[src/rtl/core/lvwd_pkg.sv]
// Shared types and constants of the local variance wavelet denoiser.
`default_nettype none
package lvwd_pkg;

  localparam int COEF_W     = 16;
  localparam int CFG_IDX_W  = 2;
  localparam int CFG_DATA_W = 32;
  localparam int WREG_W     = 12;
  localparam int HREG_W     = 13;
  localparam int NOISE_W    = 32;

  // Register indexes on the configuration channel.
  localparam logic [CFG_IDX_W-1:0] REG_IMAGE_WIDTH    = 2'd0;
  localparam logic [CFG_IDX_W-1:0] REG_IMAGE_HEIGHT   = 2'd1;
  localparam logic [CFG_IDX_W-1:0] REG_NOISE_VARIANCE = 2'd2;
  localparam logic [CFG_IDX_W-1:0] REG_MULTI_WINDOW   = 2'd3;

  localparam logic [WREG_W-1:0]  RST_IMAGE_WIDTH    = 12'd512;
  localparam logic [HREG_W-1:0]  RST_IMAGE_HEIGHT   = 13'd512;
  localparam logic [NOISE_W-1:0] RST_NOISE_VARIANCE = 32'd256;

  // Input item kinds.
  localparam logic ACT_COEF  = 1'b0;
  localparam logic ACT_DRAIN = 1'b1;

  // Datapath widths: squares of a coefficient, excess variance, divider.
  localparam int SQR_W = 31;
  localparam int S_W   = 31;
  localparam int DVD_W = 48;
  localparam int DS_W  = 33;

  localparam logic [DVD_W-1:0] SAT_NEG_MAG = 48'd32768;
  localparam logic [DVD_W-1:0] SAT_POS_MAG = 48'd32767;
  localparam logic [COEF_W-1:0] SAT_NEG    = 16'h8000;
  localparam logic [COEF_W-1:0] SAT_POS    = 16'h7FFF;

  typedef struct packed {
    logic             start;
    logic [DVD_W-1:0] dividend;
    logic [DS_W-1:0]  divisor;
  } div_req_t;

  typedef struct packed {
    logic             busy;
    logic             done;
    logic [DVD_W-1:0] quotient;
  } div_rsp_t;

  typedef struct packed {
    logic       valid;
    logic       center;
    logic [2:0] ring;
  } tap_tag_t;

  typedef enum logic [3:0] {
    ST_IDLE,
    ST_SETUP,
    ST_SCAN,
    ST_WAIT,
    ST_MULA,
    ST_MULB,
    ST_MULC,
    ST_DIVS,
    ST_DIVW,
    ST_FMUL,
    ST_FDEN,
    ST_FDIV,
    ST_PUT
  } seq_state_t;

endpackage
`default_nettype wire

[src/rtl/core/lvwd_div.sv]
// Restoring divider, one quotient bit per cycle.
`default_nettype none
module lvwd_div import lvwd_pkg::*; (
  input  logic     clk,
  input  logic     rst,
  input  div_req_t req,
  output div_rsp_t rsp
);

  localparam int CNT_W = $clog2(DVD_W + 1);

  logic             busy;
  logic             done;
  logic [CNT_W-1:0] count;
  logic [DS_W-1:0]  rem;
  logic [DS_W-1:0]  dsr;
  logic [DVD_W-1:0] quo;
  logic [DS_W:0]    shifted;
  logic             fits;

  assign shifted = {rem, quo[DVD_W-1]};
  assign fits    = shifted >= {1'b0, dsr};

  always_ff @(posedge clk) begin
    if (rst) begin
      busy  <= 1'b0;
      done  <= 1'b0;
      count <= '0;
    end else begin
      done <= 1'b0;
      if (req.start) begin
        busy  <= 1'b1;
        count <= CNT_W'(DVD_W);
      end else if (busy) begin
        count <= count - 1'b1;
        if (count == CNT_W'(1)) begin
          busy <= 1'b0;
          done <= 1'b1;
        end
      end
    end
  end

  always_ff @(posedge clk) begin
    if (req.start) begin
      rem <= '0;
      quo <= req.dividend;
      dsr <= req.divisor;
    end else if (busy) begin
      if (fits) begin
        rem <= DS_W'(shifted - {1'b0, dsr});
      end else begin
        rem <= DS_W'(shifted);
      end
      quo <= {quo[DVD_W-2:0], fits};
    end
  end

  assign rsp.busy     = busy;
  assign rsp.done     = done;
  assign rsp.quotient = quo;

endmodule
`default_nettype wire

[config.mk]
export PLATFORM = sky130hd
export DESIGN_NAME = lvwd_div
export DESIGN_NICKNAME = d
export VERILOG_FILES = /design/src/rtl/core/lvwd_pkg.sv /design/src/rtl/core/lvwd_div.sv
export SDC_FILE = /design/constraint.sdc
export NUM_CORES = 1
export LEC_CHECK = 0
export ABC_AREA = 1
export ABC_CLOCK_PERIOD_IN_PS = 6100
export CAP_MARGIN = 20
export CORE_MARGIN = 3
export CORE_UTILIZATION = 50
export DETAILED_ROUTE_END_ITERATION = 7
export DONT_BUFFER_PORTS = 1
export PLACE_DENSITY = 0.72
export REMOVE_ABC_BUFFERS = 1
export SYNTH_ARGS = -nofsm -noshare
export SYNTH_HDL_FRONTEND = slang
export SYNTH_SLANG_ARGS = --single-unit
[constraint.sdc]
create_clock -name clk -period 6.1 [get_ports clk]
set_clock_uncertainty 0.15 [all_clocks]
set_input_delay 1.22 -clock clk [delete_from_list [all_inputs] [get_ports clk]]
set_output_delay 1.22 -clock clk [all_outputs]
set_load 0.02 [all_outputs]
==> impl_metrics.json <==
{
  "grt_start_max_net_pins": 85,
  "via_count": 6437,
  "area_growth_pct": 9.15,
  "min_path_type": "register to register",
  "insertion_delay_ns": 0.43,
  "pre_cts_ws_ns": 3.01,
  "drv_cap": 0,
  "layout.cells.non_filler": 1292,
  "ys_warn_count": 0,
  "cts.sinks": 122,
  "critPathLaunchType": "register",
  "setup_viol_count_final": 0,
  "grt_pass1_vias": 6113,
  "ir_drop_mv": 0.176,
  "critical_path_class": "register to register",
  "num_rows": 45,
  "drtIter0Drc": 344,
  "wl_per_cell_microns": 14.3,
  "routed_wl_mm": 18.5,
  "fp.dieArea_sq_um": 17200,
  "ctsHoldBuffers": 0,
  "relSlewSlack_pct": 32.8,
  "nets": 1188,
  "fin_setup_tns_ns": 0,
  "grt_usage_pct": 22.6,
  "dp_cells": 1260,
  "finalWorstSetupSlack_ns": 3.00,
  "layout-drive-gt1-share_pct": 8.51,
  "slew_viol_final": 0,
  "final_area_sq_um": 8540,
  "h-tree-depth": 4,
  "grt_pass1_wl_mm": 30.3,
  "cts_setup_buffers": 0,
  "grt-ovfl-total": 0,
  "syn_inst": 1074,
  "viasPerCell": 4.98,
  "cts_root_buf": "clkbuf_16",
  "dpl.hpwl_mm": 13.5,
  "p_leak_nw": 4.41,
  "drt-pass1-iter-count": 5,
  "die_w_microns": 131,
  "fin_crit_sh_pct": 50.8,
  "worst_pin_slew_ns": 1.00,
  "ctsLongestPathBuffers": 2,
  "cts_resized": 0,
  "power-per-cell-area_nw_per_um2": 265,
  "synth.distinct_cells": 36,
  "power_mw": 2.26,
  "route.detailed.drc": 0,
  "num_antenna_cells": 0,
  "fin_hold_ws_ns": 0.302,
  "fmax_ghz": 0.322,
  "path_max_fanout": 35,
  "synth_seq_cells": 122,
  "clk_pin_slew_ns": 0.06,
  "ant_nets": 0,
  "fill_cells": 1445,
  "initial_core_util_pct": 51.3,
  "fin_util_pct": 56.0,
  "critPathRequiredTime_ns": 6.31,
  "finalHoldViolCount": 0,
  "io-pin-count": 134,
  "end_kind": "register",
  "fp.coreArea_sq_um": 15300,
  "place.gp.congestion": 0.931,
  "die_y_microns": 131,
  "seq_area_frac_synth_pct": 41.6,
  "port_buffers": 0,
  "critPathArrivalTime_ns": 3.31,
  "grt_setup_unrepaired": "false",
  "netlist_area_sq_um": 7820,
  "cts_tree": "done",
  "outcome": "complete, no violations",
  "tritoncts.num_buffers": 17,
  "place_area_sq_um": 7920,
  "finalCriticalPeriod_ns": 3.10,
  "antenna_found_initial": 0,
  "synth_area_per_cell_sq_um": 7.28
}
## metal layers
layer	global-route usage, %	up-vias	wire [microns]
li1	-	3310	-
met1	28.8	2883	8290
met2	36.7	223	8550
met3	7.09	21	1370
met4	7.08	0	280
met5	0	-	0
## report_power, final
part | total [mW] | switching, mW | internal (mW)
combinational | 0.182 | 0.121 | 0.0606
clock | 1.05 | 0.399 | 0.652
sequential | 1.03 | 0.0804 | 0.951
## cells in the mapped netlist, drive strengths merged
master | n | share of area, %
ha | 35 | 5.6
nor3b | 2 | 0.19
edfxtp | 81 | 31
or2 | 2 | 0.19
nand3b | 43 | 4.1
nand3 | 50 | 3.5
xnor2 | 16 | 1.8
buf | 16 | 1.9
a31oi | 2 | 0.16
a211oi | 2 | 0.19
o21bai | 1 | 0.096
clkbuf | 12 | 0.58
fa | 1 | 0.26
o21ai | 1 | 0.064
inv | 164 | 7.9
nor2 | 54 | 2.8
nand4 | 5 | 0.40
and2 | 5 | 0.40
clkinv | 2 | 0.096
dfxtp | 41 | 10
nor3 | 10 | 0.70
xor2 | 1 | 0.11
a21oi | 20 | 1.3
nand2 | 508 | 26
## worst paths after layout
check	startpoint	endpoint	slack (ns)	depth (start not counted)
worst min register to register	rem[32]	rem[32]	0.30	2
worst max-delay path	quo[47]	rem[25]	3.00	17
worst max register to register	quo[47]	rem[25]	3.00	17
worst min-delay path	rem[32]	rem[32]	0.30	2
## placed cells by master, fill, tap and decap left out, types with 3 or more instances in the layout
| cell | synthesis | routed |
|---|---|---|
| nand2_4 | 4 | 4 |
| nand3_2 | 5 | 5 |
| edfxtp_1 | 81 | 81 |
| nand2_1 | 467 | 467 |
| nand2_2 | 36 | 36 |
| nand3b_1 | 43 | 43 |
| inv_1 | 163 | 162 |
| and2_1 | 5 | 5 |
| clkinv_4 | 0 | 4 |
| nand4_1 | 5 | 5 |
| nand3_1 | 45 | 45 |
| bufinv_16 | 0 | 3 |
| nor3_1 | 9 | 9 |
| nor2_1 | 49 | 47 |
| buf_4 | 9 | 3 |
| inv_6 | 0 | 6 |
| clkbuf_16 | 0 | 17 |
| dfxtp_1 | 41 | 41 |
| nor2_2 | 4 | 6 |
| xnor2_1 | 16 | 16 |
| ha_1 | 35 | 35 |
| a21oi_1 | 20 | 20 |
## logic make-up after synthesis
group,share of synthesized area [%]
buf+inv,10.4
flops,41.6
xor+xnor,1.90
simple gates,38.5
compound gates,1.79
fa+ha+maj,5.85
## area by class of cell
type                       instances  area, sq um  share of cell area, %
inverter                         166          623                   7.30
clock inverter                    14          185                   2.17
tap                              211          264                   3.09
multi-input combinational        758         3760                   44.1
clock buffer                      18          429                   5.03
timing repair buffer               3         22.5                  0.264
sequential                       122         3250                   38.1
## flip-flops by register name (all words and copies together), names as in the netlist
signal  cells
busy        1
rem        33
dsr        33
count       6
quo        48
done        1
## critical path: stages, from the launching register on
cell and delay, ns:
edfxtp_1 0.51, inv_1 0.12, ha_1 0.15, inv_1 0.08, fa_1 0.43, nand2_2 0.09
nand2_2 0.06, nand3b_1 0.09, nand2_2 0.08, nand2_2 0.08, nand2_4 0.07, nand2_4 0.07
nand2_4 0.05, nand2_4 0.35, nand2_8 0.32, nand2_2 0.16, nand3_1 0.08, nand2_1 0.08
Note: power is estimated with default switching activity, not from simulation.
